==> src/rtl/assert_macros.svh <==
// Assertion macros used by the voice allocator datapath.
`ifndef ASSERT_MACROS_SVH
`define ASSERT_MACROS_SVH

`ifndef NO_ASSERTIONS

// Same-cycle implication, sampled on aclk and disabled while aresetn is low.
`define ASSERT_IMP(label, ante, cons) \
    label: assert property (@(posedge aclk) disable iff (!aresetn) (ante) |-> (cons)) \
        else $error("assertion failed");

// Next-cycle implication, sampled on aclk and disabled while aresetn is low.
`define ASSERT_NXT(label, ante, cons) \
    label: assert property (@(posedge aclk) disable iff (!aresetn) (ante) |=> (cons)) \
        else $error("assertion failed");

`else

`define ASSERT_IMP(label, ante, cons)
`define ASSERT_NXT(label, ante, cons)

`endif

`endif

==> src/rtl/vla_pkg.sv <==
// Shared types, codes and constants of the voice allocator.
`timescale 1ns / 1ps

package vla_pkg;

    localparam int MAX_VOICES_DEF = 16;

    localparam int OP_W       = 2;
    localparam int MODE_W     = 2;
    localparam int CNT_W      = 16;
    localparam int VC_W       = 5;
    localparam int VOICE_W    = 4;
    localparam int CFG_IDX_W  = 4;
    localparam int CFG_DATA_W = 16;
    localparam int IN_TDATA_W = 8;
    localparam int OUT_TDATA_W = 16;

    localparam logic [OP_W-1:0] OP_ALLOC = 2'd0;
    localparam logic [OP_W-1:0] OP_START = 2'd1;
    localparam logic [OP_W-1:0] OP_EVENT = 2'd2;

    localparam logic [MODE_W-1:0] MODE_STOPPED  = 2'd0;
    localparam logic [MODE_W-1:0] MODE_STOPPING = 2'd1;
    localparam logic [MODE_W-1:0] MODE_PLAYING  = 2'd2;

    localparam logic [1:0] ACT_NONE    = 2'd0;
    localparam logic [1:0] ACT_BUFFER  = 2'd1;
    localparam logic [1:0] ACT_SILENCE = 2'd2;
    localparam logic [1:0] ACT_HALT    = 2'd3;

    localparam logic [1:0] ST_OK         = 2'd0;
    localparam logic [1:0] ST_NOT_LOADED = 2'd1;
    localparam logic [1:0] ST_NO_PENDING = 2'd2;

    localparam logic [CFG_IDX_W-1:0] CFG_VOICE_COUNT = 4'd0;
    localparam logic [CFG_IDX_W-1:0] CFG_DRAIN_LIMIT = 4'd1;

    localparam logic [VC_W-1:0]  VC_RESET = 5'd16;
    localparam logic [CNT_W-1:0] DL_RESET = 16'd15;
    localparam logic [CNT_W-1:0] CNT_MAX  = 16'hFFFF;

    // One result item; status sits in the lowest bits.
    typedef struct packed {
        logic                started;
        logic                release_stream;
        logic [1:0]          action;
        logic [VOICE_W-1:0]  voice;
        logic [1:0]          status;
    } res_t;

    typedef struct packed {
        logic latch_in;
        logic quick_res;
        logic scan_init;
        logic scan_step;
        logic alloc_commit;
        logic start_rd;
        logic start_exec;
        logic ev_rd;
        logic ev_exec;
        logic load_out;
    } cmd_t;

    typedef struct packed {
        logic [OP_W-1:0] op;
        logic            present;
        logic            pend_vld;
        logic            ev_oob;
        logic            scan_done;
        logic            out_free;
    } sts_t;

endpackage

==> src/rtl/voice_allocator_lru_steal.sv <==
// Top level of the voice allocator with recency ordering and voice stealing.
//
//   channel  direction  handshake             payload
//   s_       in         s_tvalid / s_tready   s_tdata, s_tuser (request)
//   m_       out        m_tvalid / m_tready   m_tdata (result)
//   cfg_     in         cfg_valid / cfg_ready cfg_index, cfg_data (register write)
//
// An allocate that searches passes through the decode, scan, commit and output
// states; the search checks one list position per cycle through the single read
// port of the voice memory. Start and buffer-done pass through decode, an execute
// state and output; requests answered without a memory access go from decode to output.
// Reset is synchronous and active low; it restores the identity recency order,
// all voices stopped and all enqueue counts at zero without a clearing pass.
// A stalled result is held in the output register while the next request is taken.
`timescale 1ns / 1ps

module voice_allocator_lru_steal #(
    parameter int MAX_VOICES = vla_pkg::MAX_VOICES_DEF
) (
    input  logic                              aclk,
    input  logic                              aresetn,
    input  logic                              s_tvalid,
    output logic                              s_tready,
    // s_tdata from bit 0: sound_present, event_voice[3:0], has_samples, zero pad.
    input  logic [vla_pkg::IN_TDATA_W-1:0]    s_tdata,
    // s_tuser: opcode[1:0].
    input  logic [vla_pkg::OP_W-1:0]          s_tuser,
    output logic                              m_tvalid,
    input  logic                              m_tready,
    // m_tdata from bit 0: status[1:0], voice[3:0], action[1:0], release_stream,
    // started, zero pad.
    output logic [vla_pkg::OUT_TDATA_W-1:0]   m_tdata,
    input  logic                              cfg_valid,
    output logic                              cfg_ready,
    input  logic [vla_pkg::CFG_IDX_W-1:0]     cfg_index,
    input  logic [vla_pkg::CFG_DATA_W-1:0]    cfg_data
);

    vla_pkg::cmd_t cmd;
    vla_pkg::sts_t sts;

    vla_ctrl u_ctrl (
        .aclk     (aclk),
        .aresetn  (aresetn),
        .s_tvalid (s_tvalid),
        .s_tready (s_tready),
        .sts      (sts),
        .cmd      (cmd)
    );

    vla_dp #(
        .MAX_VOICES (MAX_VOICES)
    ) u_dp (
        .aclk      (aclk),
        .aresetn   (aresetn),
        .cmd       (cmd),
        .sts       (sts),
        .s_tdata   (s_tdata),
        .s_tuser   (s_tuser),
        .cfg_valid (cfg_valid),
        .cfg_ready (cfg_ready),
        .cfg_index (cfg_index),
        .cfg_data  (cfg_data),
        .m_tvalid  (m_tvalid),
        .m_tready  (m_tready),
        .m_tdata   (m_tdata)
    );

endmodule

==> src/rtl/vla_ctrl.sv <==
// Sequencing state machine of the voice allocator.
`timescale 1ns / 1ps

module vla_ctrl (
    input  logic          aclk,
    input  logic          aresetn,
    input  logic          s_tvalid,
    output logic          s_tready,
    input  vla_pkg::sts_t sts,
    output vla_pkg::cmd_t cmd
);

    typedef enum logic [6:0] {
        S_IDLE   = 7'b0000001,
        S_DECODE = 7'b0000010,
        S_SCAN   = 7'b0000100,
        S_COMMIT = 7'b0001000,
        S_ST_EXE = 7'b0010000,
        S_EV_EXE = 7'b0100000,
        S_OUT    = 7'b1000000
    } state_t;

    state_t state_reg, state_next;

    always_ff @(posedge aclk) begin
        if (!aresetn) begin
            state_reg <= S_IDLE;
        end else begin
            state_reg <= state_next;
        end
    end

    assign s_tready = (state_reg == S_IDLE);

    always_comb begin
        cmd        = '0;
        state_next = state_reg;
        unique case (state_reg)
            S_IDLE: begin
                if (s_tvalid) begin
                    cmd.latch_in = 1'b1;
                    state_next   = S_DECODE;
                end
            end
            S_DECODE: begin
                unique case (sts.op)
                    vla_pkg::OP_ALLOC: begin
                        if (!sts.present || sts.pend_vld) begin
                            cmd.quick_res = 1'b1;
                            state_next    = S_OUT;
                        end else begin
                            cmd.scan_init = 1'b1;
                            state_next    = S_SCAN;
                        end
                    end
                    vla_pkg::OP_START: begin
                        if (!sts.pend_vld) begin
                            cmd.quick_res = 1'b1;
                            state_next    = S_OUT;
                        end else begin
                            cmd.start_rd = 1'b1;
                            state_next   = S_ST_EXE;
                        end
                    end
                    vla_pkg::OP_EVENT: begin
                        if (sts.ev_oob) begin
                            cmd.quick_res = 1'b1;
                            state_next    = S_OUT;
                        end else begin
                            cmd.ev_rd  = 1'b1;
                            state_next = S_EV_EXE;
                        end
                    end
                    default: begin
                        cmd.quick_res = 1'b1;
                        state_next    = S_OUT;
                    end
                endcase
            end
            S_SCAN: begin
                cmd.scan_step = 1'b1;
                if (sts.scan_done) begin
                    state_next = S_COMMIT;
                end
            end
            S_COMMIT: begin
                cmd.alloc_commit = 1'b1;
                state_next       = S_OUT;
            end
            S_ST_EXE: begin
                cmd.start_exec = 1'b1;
                state_next     = S_OUT;
            end
            S_EV_EXE: begin
                cmd.ev_exec = 1'b1;
                state_next  = S_OUT;
            end
            S_OUT: begin
                // Wait here until the output register can take the result.
                if (sts.out_free) begin
                    cmd.load_out = 1'b1;
                    state_next   = S_IDLE;
                end
            end
            default: begin
                state_next = S_IDLE;
            end
        endcase
    end

endmodule

==> src/rtl/vla_dp.sv <==
// Datapath of the voice allocator: recency list, voice memory, pending voice and result.
`timescale 1ns / 1ps

`include "assert_macros.svh"

module vla_dp #(
    parameter int MAX_VOICES = vla_pkg::MAX_VOICES_DEF
) (
    input  logic                              aclk,
    input  logic                              aresetn,
    input  vla_pkg::cmd_t                     cmd,
    output vla_pkg::sts_t                     sts,
    input  logic [vla_pkg::IN_TDATA_W-1:0]    s_tdata,
    input  logic [vla_pkg::OP_W-1:0]          s_tuser,
    input  logic                              cfg_valid,
    output logic                              cfg_ready,
    input  logic [vla_pkg::CFG_IDX_W-1:0]     cfg_index,
    input  logic [vla_pkg::CFG_DATA_W-1:0]    cfg_data,
    output logic                              m_tvalid,
    input  logic                              m_tready,
    output logic [vla_pkg::OUT_TDATA_W-1:0]   m_tdata
);

    localparam int VW = (MAX_VOICES > 1) ? $clog2(MAX_VOICES) : 1;
    localparam int CW = vla_pkg::CNT_W;
    localparam int MW = vla_pkg::MODE_W;
    localparam int WW = CW + MW;
    localparam int PADW = vla_pkg::OUT_TDATA_W - $bits(vla_pkg::res_t);

    // Configuration registers; writes to unknown indexes are dropped.
    logic [vla_pkg::VC_W-1:0] vc_reg;
    logic [CW-1:0]            dl_reg;

    assign cfg_ready = 1'b1;

    always_ff @(posedge aclk) begin
        if (!aresetn) begin
            vc_reg <= vla_pkg::VC_RESET;
            dl_reg <= vla_pkg::DL_RESET;
        end else if (cfg_valid) begin
            if (cfg_index == vla_pkg::CFG_VOICE_COUNT) begin
                vc_reg <= cfg_data[vla_pkg::VC_W-1:0];
            end else if (cfg_index == vla_pkg::CFG_DRAIN_LIMIT) begin
                dl_reg <= cfg_data;
            end
        end
    end

    // Oldest position of the list in use, after clamping the voice count.
    logic [VW-1:0] last_pos;

    always_comb begin
        if (vc_reg == '0) begin
            last_pos = '0;
        end else if (32'(vc_reg) > MAX_VOICES) begin
            last_pos = VW'(MAX_VOICES - 1);
        end else begin
            last_pos = VW'(vc_reg - 5'd1);
        end
    end

    // Latched input transaction.
    logic [vla_pkg::OP_W-1:0]    op_reg;
    logic                        present_reg;
    logic [vla_pkg::VOICE_W-1:0] evv_reg;
    logic                        samples_reg;

    always_ff @(posedge aclk) begin
        if (cmd.latch_in) begin
            op_reg      <= s_tuser;
            present_reg <= s_tdata[0];
            evv_reg     <= s_tdata[4:1];
            samples_reg <= s_tdata[5];
        end
    end

    logic [VW-1:0] ev_addr;
    logic          ev_oob;

    assign ev_addr = VW'(evv_reg);
    assign ev_oob  = (32'(evv_reg) >= MAX_VOICES);

    // Recency list, most recent at position 0.
    logic [VW-1:0] rec_reg  [MAX_VOICES];
    logic [VW-1:0] rec_next [MAX_VOICES];

    // Pending voice.
    logic          pend_vld_reg, pend_vld_next;
    logic [VW-1:0] pend_voice_reg, pend_voice_next;

    // Voice memory: {enqueue count, mode}, with one valid bit per voice for reset.
    logic [WW-1:0]         mem [MAX_VOICES];
    logic [MAX_VOICES-1:0] vld_reg;
    logic [WW-1:0]         rdata_reg;
    logic                  rvld_reg;
    logic [VW-1:0]         rd_addr;
    logic                  wr_en;
    logic [VW-1:0]         wr_addr;
    logic [WW-1:0]         wr_word;
    logic [WW-1:0]         word_rd;
    logic [MW-1:0]         mode_rd;
    logic [CW-1:0]         cnt_rd;
    logic [CW-1:0]         cnt_inc;

    always_ff @(posedge aclk) begin
        if (wr_en) begin
            mem[wr_addr] <= wr_word;
        end
        rdata_reg <= mem[rd_addr];
    end

    always_ff @(posedge aclk) begin
        if (!aresetn) begin
            vld_reg  <= '0;
            rvld_reg <= 1'b0;
        end else begin
            rvld_reg <= vld_reg[rd_addr];
            if (wr_en) begin
                vld_reg[wr_addr] <= 1'b1;
            end
        end
    end

    assign word_rd = rvld_reg ? rdata_reg : '0;
    assign mode_rd = word_rd[MW-1:0];
    assign cnt_rd  = word_rd[WW-1:MW];
    assign cnt_inc = (cnt_rd == vla_pkg::CNT_MAX) ? cnt_rd : cnt_rd + CW'(1);

    // Scan pipeline: a position is issued one cycle, its voice word checked the next.
    logic          issue_on_reg, issue_on_next;
    logic [VW-1:0] scan_pos_reg, scan_pos_next;
    logic          evon_reg, evon_next;
    logic [VW-1:0] evp_reg, evp_next;
    logic [VW-1:0] evvo_reg, evvo_next;
    logic          hit_reg, hit_next;
    logic [VW-1:0] hit_pos_reg, hit_pos_next;
    logic [VW-1:0] hit_voice_reg, hit_voice_next;
    logic          stp_found_reg, stp_found_next;
    logic [VW-1:0] stp_pos_reg, stp_pos_next;
    logic [VW-1:0] stp_voice_reg, stp_voice_next;
    logic [CW-1:0] stp_cnt_reg, stp_cnt_next;
    logic [VW-1:0] old_voice_reg, old_voice_next;
    logic [CW-1:0] old_cnt_reg, old_cnt_next;

    logic          is_stopped;
    logic          is_stopping;

    assign is_stopped  = (mode_rd == vla_pkg::MODE_STOPPED);
    assign is_stopping = (mode_rd == vla_pkg::MODE_STOPPING);

    always_comb begin
        issue_on_next  = issue_on_reg;
        scan_pos_next  = scan_pos_reg;
        evon_next      = 1'b0;
        evp_next       = evp_reg;
        evvo_next      = evvo_reg;
        hit_next       = hit_reg;
        hit_pos_next   = hit_pos_reg;
        hit_voice_next = hit_voice_reg;
        stp_found_next = stp_found_reg;
        stp_pos_next   = stp_pos_reg;
        stp_voice_next = stp_voice_reg;
        stp_cnt_next   = stp_cnt_reg;
        old_voice_next = old_voice_reg;
        old_cnt_next   = old_cnt_reg;
        if (cmd.scan_init) begin
            issue_on_next  = 1'b1;
            scan_pos_next  = last_pos;
            hit_next       = 1'b0;
            stp_found_next = 1'b0;
        end
        if (cmd.scan_step) begin
            if (issue_on_reg) begin
                evon_next = 1'b1;
                evp_next  = scan_pos_reg;
                evvo_next = rec_reg[scan_pos_reg];
                if (scan_pos_reg == '0) begin
                    issue_on_next = 1'b0;
                end else begin
                    scan_pos_next = scan_pos_reg - VW'(1);
                end
            end
            if (evon_reg) begin
                if (evp_reg == last_pos) begin
                    old_voice_next = evvo_reg;
                    old_cnt_next   = cnt_rd;
                end
                if (is_stopped && !hit_reg) begin
                    hit_next       = 1'b1;
                    hit_pos_next   = evp_reg;
                    hit_voice_next = evvo_reg;
                end else if (is_stopping && !stp_found_reg) begin
                    stp_found_next = 1'b1;
                    stp_pos_next   = evp_reg;
                    stp_voice_next = evvo_reg;
                    stp_cnt_next   = cnt_rd;
                end
            end
        end
    end

    always_ff @(posedge aclk) begin
        if (!aresetn) begin
            issue_on_reg  <= 1'b0;
            evon_reg      <= 1'b0;
            hit_reg       <= 1'b0;
            stp_found_reg <= 1'b0;
        end else begin
            issue_on_reg  <= issue_on_next;
            evon_reg      <= evon_next;
            hit_reg       <= hit_next;
            stp_found_reg <= stp_found_next;
        end
    end

    always_ff @(posedge aclk) begin
        scan_pos_reg  <= scan_pos_next;
        evp_reg       <= evp_next;
        evvo_reg      <= evvo_next;
        hit_pos_reg   <= hit_pos_next;
        hit_voice_reg <= hit_voice_next;
        stp_pos_reg   <= stp_pos_next;
        stp_voice_reg <= stp_voice_next;
        stp_cnt_reg   <= stp_cnt_next;
        old_voice_reg <= old_voice_next;
        old_cnt_reg   <= old_cnt_next;
    end

    // Choice at commit: a stopped voice, else the oldest stopping one, else the oldest.
    logic          stolen;
    logic [VW-1:0] ch_pos;
    logic [VW-1:0] ch_voice;
    logic [CW-1:0] ch_cnt;

    always_comb begin
        stolen = !hit_reg;
        if (hit_reg) begin
            ch_pos   = hit_pos_reg;
            ch_voice = hit_voice_reg;
        end else if (stp_found_reg) begin
            ch_pos   = stp_pos_reg;
            ch_voice = stp_voice_reg;
        end else begin
            ch_pos   = last_pos;
            ch_voice = old_voice_reg;
        end
        ch_cnt = stp_found_reg ? stp_cnt_reg : old_cnt_reg;
    end

    always_comb begin
        rec_next[0] = rec_reg[0];
        if (cmd.alloc_commit) begin
            rec_next[0] = ch_voice;
        end
        for (int i = 1; i < MAX_VOICES; i++) begin
            rec_next[i] = rec_reg[i];
            if (cmd.alloc_commit && (VW'(i) <= ch_pos)) begin
                rec_next[i] = rec_reg[i-1];
            end
        end
    end

    always_ff @(posedge aclk) begin
        if (!aresetn) begin
            for (int i = 0; i < MAX_VOICES; i++) begin
                rec_reg[i] <= VW'(i);
            end
        end else begin
            rec_reg <= rec_next;
        end
    end

    // Memory read address.
    always_comb begin
        priority if (cmd.scan_step) begin
            rd_addr = rec_reg[scan_pos_reg];
        end else if (cmd.start_rd) begin
            rd_addr = pend_voice_reg;
        end else begin
            rd_addr = ev_addr;
        end
    end

    // Memory writes, pending voice and the staged result.
    vla_pkg::res_t res_reg, res_next;

    always_comb begin
        wr_en           = 1'b0;
        wr_addr         = ev_addr;
        wr_word         = {cnt_rd, mode_rd};
        pend_vld_next   = pend_vld_reg;
        pend_voice_next = pend_voice_reg;
        res_next        = res_reg;
        if (cmd.quick_res) begin
            res_next = '0;
            unique case (op_reg)
                vla_pkg::OP_ALLOC: begin
                    if (!present_reg) begin
                        res_next.status = vla_pkg::ST_NOT_LOADED;
                    end else begin
                        res_next.voice = 4'(pend_voice_reg);
                    end
                end
                vla_pkg::OP_START: begin
                    res_next.status = vla_pkg::ST_NO_PENDING;
                end
                vla_pkg::OP_EVENT: begin
                    res_next.voice = evv_reg;
                end
                default: begin
                    res_next = '0;
                end
            endcase
        end
        if (cmd.alloc_commit) begin
            wr_en           = stolen;
            wr_addr         = ch_voice;
            wr_word         = {ch_cnt, vla_pkg::MODE_STOPPED};
            pend_vld_next   = 1'b1;
            pend_voice_next = ch_voice;
            res_next        = '0;
            res_next.voice  = 4'(ch_voice);
            res_next.release_stream = stolen;
        end
        if (cmd.start_exec) begin
            pend_vld_next  = 1'b0;
            res_next       = '0;
            res_next.voice = 4'(pend_voice_reg);
            wr_addr        = pend_voice_reg;
            if (is_stopped) begin
                wr_en            = 1'b1;
                wr_word          = {{CW{1'b0}}, vla_pkg::MODE_PLAYING};
                res_next.action  = vla_pkg::ACT_BUFFER;
                res_next.started = 1'b1;
            end
        end
        if (cmd.ev_exec) begin
            wr_en          = 1'b1;
            wr_addr        = ev_addr;
            res_next       = '0;
            res_next.voice = evv_reg;
            if (is_stopping) begin
                if (cnt_rd > dl_reg) begin
                    wr_word         = {cnt_rd, vla_pkg::MODE_STOPPED};
                    res_next.action = vla_pkg::ACT_HALT;
                end else begin
                    wr_word         = {cnt_inc, vla_pkg::MODE_STOPPING};
                    res_next.action = vla_pkg::ACT_SILENCE;
                end
            end else if (samples_reg) begin
                wr_word         = {cnt_inc, mode_rd};
                res_next.action = vla_pkg::ACT_BUFFER;
            end else begin
                wr_word                 = {cnt_rd, vla_pkg::MODE_STOPPING};
                res_next.action         = vla_pkg::ACT_SILENCE;
                res_next.release_stream = 1'b1;
            end
        end
    end

    always_ff @(posedge aclk) begin
        if (!aresetn) begin
            pend_vld_reg   <= 1'b0;
            pend_voice_reg <= '0;
        end else begin
            pend_vld_reg   <= pend_vld_next;
            pend_voice_reg <= pend_voice_next;
        end
    end

    always_ff @(posedge aclk) begin
        res_reg <= res_next;
    end

    // Output register; a finished result waits here while the next transaction is taken.
    logic                              m_tvalid_reg, m_tvalid_next;
    logic [vla_pkg::OUT_TDATA_W-1:0]   m_tdata_reg, m_tdata_next;
    logic                              out_free;

    assign out_free = !m_tvalid_reg || m_tready;

    always_comb begin
        m_tvalid_next = m_tvalid_reg;
        m_tdata_next  = m_tdata_reg;
        if (cmd.load_out) begin
            m_tvalid_next = 1'b1;
            m_tdata_next  = {{PADW{1'b0}}, res_reg};
        end else if (m_tready) begin
            m_tvalid_next = 1'b0;
        end
    end

    always_ff @(posedge aclk) begin
        if (!aresetn) begin
            m_tvalid_reg <= 1'b0;
        end else begin
            m_tvalid_reg <= m_tvalid_next;
        end
    end

    always_ff @(posedge aclk) begin
        m_tdata_reg <= m_tdata_next;
    end

    assign m_tvalid = m_tvalid_reg;
    assign m_tdata  = m_tdata_reg;

    always_comb begin
        sts.op        = op_reg;
        sts.present   = present_reg;
        sts.pend_vld  = pend_vld_reg;
        sts.ev_oob    = ev_oob;
        sts.scan_done = evon_reg && (is_stopped || (evp_reg == '0));
        sts.out_free  = out_free;
    end

    `ASSERT_NXT(a_pend_front, cmd.alloc_commit, pend_vld_reg && (pend_voice_reg == rec_reg[0]))
    `ASSERT_IMP(a_load_free, cmd.load_out, !m_tvalid_reg || m_tready)
    `ASSERT_IMP(a_one_writer, 1'b1, $onehot0({cmd.alloc_commit, cmd.start_exec, cmd.ev_exec}))

endmodule

==> config.mk <==
export PLATFORM = sky130hd
export DESIGN_NAME = voice_allocator_lru_steal
export DESIGN_NICKNAME = d
export VERILOG_FILES = /design/src/rtl/vla_pkg.sv /design/src/rtl/voice_allocator_lru_steal.sv /design/src/rtl/vla_ctrl.sv /design/src/rtl/vla_dp.sv
export VERILOG_INCLUDE_DIRS = /design/src /design/src/rtl
export SDC_FILE = /design/constraint.sdc
export NUM_CORES = 1
export LEC_CHECK = 0
export BUFFER_PORTS_ARGS = -buffer_cell sky130_fd_sc_hd__buf_2
export CAP_MARGIN = 20
export CORE_UTILIZATION = 50
export CTS_CLUSTER_DIAMETER = 120
export DETAILED_ROUTE_END_ITERATION = 8
export GPL_TIMING_DRIVEN = 0
export PLACE_DENSITY_LB_ADDON = 0.08
export SETUP_SLACK_MARGIN = 0.5
export SYNTH_ARGS = -nofsm -noshare
export SYNTH_HDL_FRONTEND = slang
export SYNTH_HIERARCHICAL = 1
export SYNTH_SLANG_ARGS = --single-unit
==> constraint.sdc <==
create_clock -name aclk -period 4.49 [get_ports aclk]
set_input_delay 0.2245 -clock aclk [delete_from_list [all_inputs] [get_ports aclk]]
set_output_delay 0.2245 -clock aclk [all_outputs]
set_load 0.05 [all_outputs]
Word-level counts from Yosys, hierarchy flattened
Memory sizes are Yosys's and may differ from the RTL's. A register that Yosys moved wholly into a read port is not among the register bits. Index checks and enable logic that the tools add are counted.

Register bits: 207. RAM bits: 288. Bits of input ports: 35. Output and inout bits: 19. Word-level logic and storage cells: 232. Memories: 1.

Add/subtract/negate cells: 3. Magnitude comparators: 21. Equality and inequality tests: 16. Mux-type cells: 93. Bitwise operators: 5. Reductions and logical operators: 46.

Memory list: u_dp.mem (words 16, bits a word 18, rd ports 1, clocked after memory_dff 1, write ports 1, RTL line vla_dp.sv:92) `logic [WW-1:0] mem [MAX_VOICES];`.

Operator list (number): two-way mux 18 bit (8); two-way mux 4 bit (18); two-way mux 1 bit (45); two-way mux 7 bit (5); one-hot mux 7 bit (5 select lines) (1); less-or-equal comparator 4 bit (first input constant) (8); two-way mux 16 bit (2); two-way mux 10 bit (3); one-hot mux 7 bit (3 select lines) (1); logical AND 1 bit (19); adder 16 x 1 -> 16 bit (second input constant) (1); binary-select mux 4 bit (select 4 bit) (1); == test 16 bit (second input constant) (1); > comparator 16 bit (1); less-or-equal comparator 3 x 4 -> 1 bit (first input constant) (4); OR 16 bit (1); logical NOT 4 bit (3); AND reduction 3 bit (4); < comparator 4 x 5 -> 1 bit (second input constant) (2); two-way mux 9 bit (1); less-or-equal comparator 2 x 4 -> 1 bit (first input constant) (2); one-hot mux 4 bit (2 select lines) (1); subtractor 4 x 1 -> 4 bit (second input constant) (2); == test 7 x 1 -> 1 bit (second input constant) (1); 34 further kinds (49).

Logic depth before layout (Yosys ltp)
Depth after elaboration: 10. Depth in mapped cells: 14. Depth with buffers taken out: 11.

Cells and area by module
Netlist, hierarchy kept.

By module, submodules not included: vla_dp (instances 1, cells each 1690, area an instance 21473.1 um2, sequential area each 13863.3 um2); vla_ctrl (instances 1, cells each 52, area an instance 420.4 um2, sequential area each 140.1 um2).

Worst setup path after synthesis
No wires, ideal clock.

Kind: reg2reg. Start point: register u_dp.rvld_reg. End point: memory u_dp/mem[0][4] in the netlist's numbering (data pin). Library setup time: 0.419 ns. Data arrival time: 3.605 ns. Required time: 4.071 ns. Setup slack: 0.466 ns. Cell stages (with the launch flop): 12. Path buffers: 2. Period minus slack after synthesis: 4.024 ns. Cells stage by stage: dfxtp_1 > buf_2 > clkbuf_1 > and2_1 > ha_1 > a21o_1 > a21o_1 > a21oi_1 > o21ai_0 > a221oi_1 > nand3_1 > o311ai_0.

Cells in the longest elaborated chain, start to end: 6.

Ends and longest elaborated chain: from (decl) (RTL line vla_dp.sv:95) `logic rvld_reg;`; from (signal assigned) (RTL line vla_dp.sv:117) `rvld_reg <= vld_reg[rd_addr];`; two-way mux 18 bit (*) (RTL line vla_dp.sv:124) `assign word_rd = rvld_reg ? rdata_reg : '0;`; net u_dp.word_rd[15] (RTL line vla_dp.sv:100) `logic [WW-1:0] word_rd;`; parallel branches: the longest is 3 deep, another holds > comparator 16 bit; two-way mux 18 bit (*) (RTL line vla_dp.sv:342) `if (is_stopping) begin`; two-way mux 18 bit (*) (RTL line vla_dp.sv:337) `if (cmd.ev_exec) begin`; net u_dp.wr_word[4] (RTL line vla_dp.sv:99) `logic [WW-1:0] wr_word;`; to (decl) (RTL line vla_dp.sv:92).

Mark *: on every way through the listed nets, which the timed path passes.

Final worst setup path
Start point: register u_dp.rvld_reg. End point: memory u_dp/mem[5][8] in the netlist's numbering (data pin).

Same word-level chain as after synthesis.

==> flow_summary.json <==
{
  "p_total_mw": 11.2,
  "grt-ovfl-total": 0,
  "cts_buffer_depth": 3,
  "synthCells": 1741,
  "rows": 76,
  "crit_path_cell_trace": "buf_4, clkbuf_2, and2_1, ha_1, and4_1, nor3b_2, inv_1, o21ai_1, a211oi_2, buf_4, o211ai_1, xor2_1, o22ai_2, buf_4",
  "dpl-instance-area_mm2": 0.0234,
  "die_h_um": 211,
  "largest_reg_flops": 288,
  "setup_ws_ps": 678,
  "fin_crit_sh_pct": 84.9,
  "ys_warn_count": 6,
  "io_pins": 54,
  "cp-end-kind": "flip-flop",
  "vias": 14600,
  "hpwl_mm": 40.6,
  "worstMarginPinSlew_ps": 923,
  "track_usage_pct": 26.4,
  "clkTransAtPathRegs_ps": 60,
  "max_slew_margin_pct": 38.0,
  "nNetsFinal": 1958,
  "max_stage_delay_ps": 410,
  "synth_area_mm2": 0.0219,
  "drive_gt1_share_pct": 16.6,
  "whs_ps": 29.4,
  "nFillCells": 3516,
  "peakVddDrop_v": 0.000334,
  "cp_data_arrival_time_ps": 4250,
  "worst_r2r_path_depth": 14,
  "cp-start-kind": "flip-flop",
  "grt_max_degree": 18,
  "cts_tree": "done",
  "cp_top_family": "compound AO/OA/AOI/OAI gates",
  "grt_pass1_wl_mm": 88.0,
  "die_w_um": 211,
  "place_congestion": 1.02,
  "fin_crit_ps": 3810,
  "path_class": "flip-flop to flip-flop",
  "postRouteAntennaNets": 0,
  "cp.depth": 14,
  "wire_per_inst_um": 22.8,
  "pre_cts_ws_ps": -293,
  "outcome": "completed",
  "drc_errors": 0,
  "clkLatencyLatePin_ps": 600,
  "drv_slew": 0,
  "clock.fmax_mhz": 262,
  "area_growth_pct": 17.0,
  "power_density_mw_per_mm2": 438,
  "viasPerCell": 5.77,
  "required_ps": 4930,
  "multiInputGateArea_mm2": 0.00740,
  "dp.cells": 2409,
  "design_area_mm2": 0.0256,
  "cts_max_level": 2,
  "dieArea_mm2": 0.0446,
  "skew_ps": 27.7,
  "routed_wirelength_mm": 57.8,
  "finalSetupViolCount": 0,
  "maxCapViolCount": 0,
  "cp_num_buf_inv": 5,
  "cpMostUsedCell": "buf_4",
  "hold_viol": 0,
  "rsz0062_at_grt": "false",
  "drt_first_pass_iters": 5,
  "synth_area_per_cell_um2": 12.6,
  "port_buffers": 44,
  "seq_area_mm2": 0.0140,
  "cp-startpoint": "u_dp/rvld_reg$_SDFF_PN0_",
  "hold_class": "input pin to flip-flop",
  "cp_slowest_cell": "dfxtp_2",
  "cts_buffers": 52,
  "core_mm2": 0.0432,
  "final_cells": 2535,
  "endpoint": "u_dp/mem[5][8]$_DFFE_PP_",
  "rr_endpoint": "u_dp/mem[5][8]$_DFFE_PP_",
  "crit_fanout": 12,
  "clockRootBuffer": "clkbuf_16",
  "r2r-start": "u_dp/rvld_reg$_SDFF_PN0_",
  "antenna_found_initial": 0,
  "drt_iter0_drc": 1183,
  "leakage_nw": 9.22,
  "rrSetupSlack_ps": 680,
  "cts_num_sinks": 513,
  "grt_pass1_vias": 14500,
  "diodes": 0,
  "initial_core_util_pct": 50.7
}
==> worst register-to-register path: cells and delay by family (launching register included) <==
family | cells | cell delay [ps]
flops | 1 | 410
buf+inv | 5 | 960
fa+ha+maj | 1 | 180
compound gates | 4 | 1100
xor+xnor | 1 | 140
simple gates | 3 | 860
==> per-layer routing <==
metal  track usage [%]  vias up  share of wire, %
li1                  -     6826                 -
met1              36.7     7202                44
met2              42.8      507                47
met3              4.80       94               7.0
met5                 0        -                 0
met4              6.97        0               2.3
==> cell type report <==
class / count / share of cell area (%)
buffer: 110 / 2.40
clock buffer: 72 / 5.74
clock inverter: 25 / 1.03
inverter: 45 / 0.659
multi-input combinational: 1079 / 28.9
sequential: 513 / 54.7
tap: 585 / 2.86
timing repair buffer: 106 / 3.76
==> power by group <==
part / internal [mW] / total, mW / leakage, nW / switching (mW)
Clock: 2.58 / 4.38 / 0.845 / 1.80
Sequential: 5.21 / 5.32 / 4.59 / 0.107
Combinational: 0.549 / 1.53 / 3.78 / 0.976
==> metrics by stage <==
| stage | utilization (%) | setup TNS, ps |
|---|---|---|
| 6_report | 59.3 | 0 |
| 5_1_grt | 59.3 | 0 |
| 4_1_cts | 59.2 | 0 |
| 3_5_place_dp | 54.2 | -8140 |
| 3_3_place_gp | 53.0 | -382750 |
| 2_1_floorplan | - | 0 |
==> worst min-delay path by stage <==
| stage | slack, ps | to | cells after the start | from |
|---|---|---|---|---|
| detailed placement | 400 | u_dp/ev_addr[2]$_DFFE_PP_ | 1 | s_tdata[3] |
| floorplan | 300 | u_ctrl/state_reg[0]$_SDFFE_PN1P_ | 1 | aresetn |
| global route | 50 | u_ctrl/state_reg[1]$_SDFFE_PN0P_ | 3 | s_tvalid |
| CTS | 0.2 | u_ctrl/state_reg[1]$_SDFFE_PN0P_ | 3 | s_tvalid |
| global placement | 400 | u_dp/ev_addr[2]$_DFFE_PP_ | 1 | s_tdata[3] |
| finish | 30 | u_ctrl/state_reg[1]$_SDFFE_PN0P_ | 3 | s_tvalid |
==> cell usage in the layout, fill, tap and decap left out, types with 10 or more instances in the layout <==
cell type and count:
clkbuf_1 45, nand2_1 257, nor2_2 10, a221o_1 17
buf_2 74, o22ai_1 24, nor2_1 49, buf_8 12
a31oi_1 56, nand2b_1 20, dlygate4sd3_1 27, buf_4 42
and2_1 11, o21ai_0 26, a21oi_1 57, clkbuf_16 54
ha_1 16, a21boi_0 23, nor2b_1 68, nand3_1 24
inv_1 44, o21a_1 21, a211oi_1 44, mux4_2 12
nor3_1 10, mux2i_1 116, dfxtp_1 139, o211ai_1 38
mux2_2 21, edfxtp_1 373
==> timing repair <==
item / 4_1_cts / 5_1_grt
buffers inserted: 1 / 1
hold buffers: 27 / 0
endpoints found under the setup margin: 531 / 461
endpoints found under the hold margin: 36 / 0
gates resized for setup: 28 / 23
gates cloned: 0 / 0
pin swaps: 2 / 1
(Power assumes the default switching activity.)
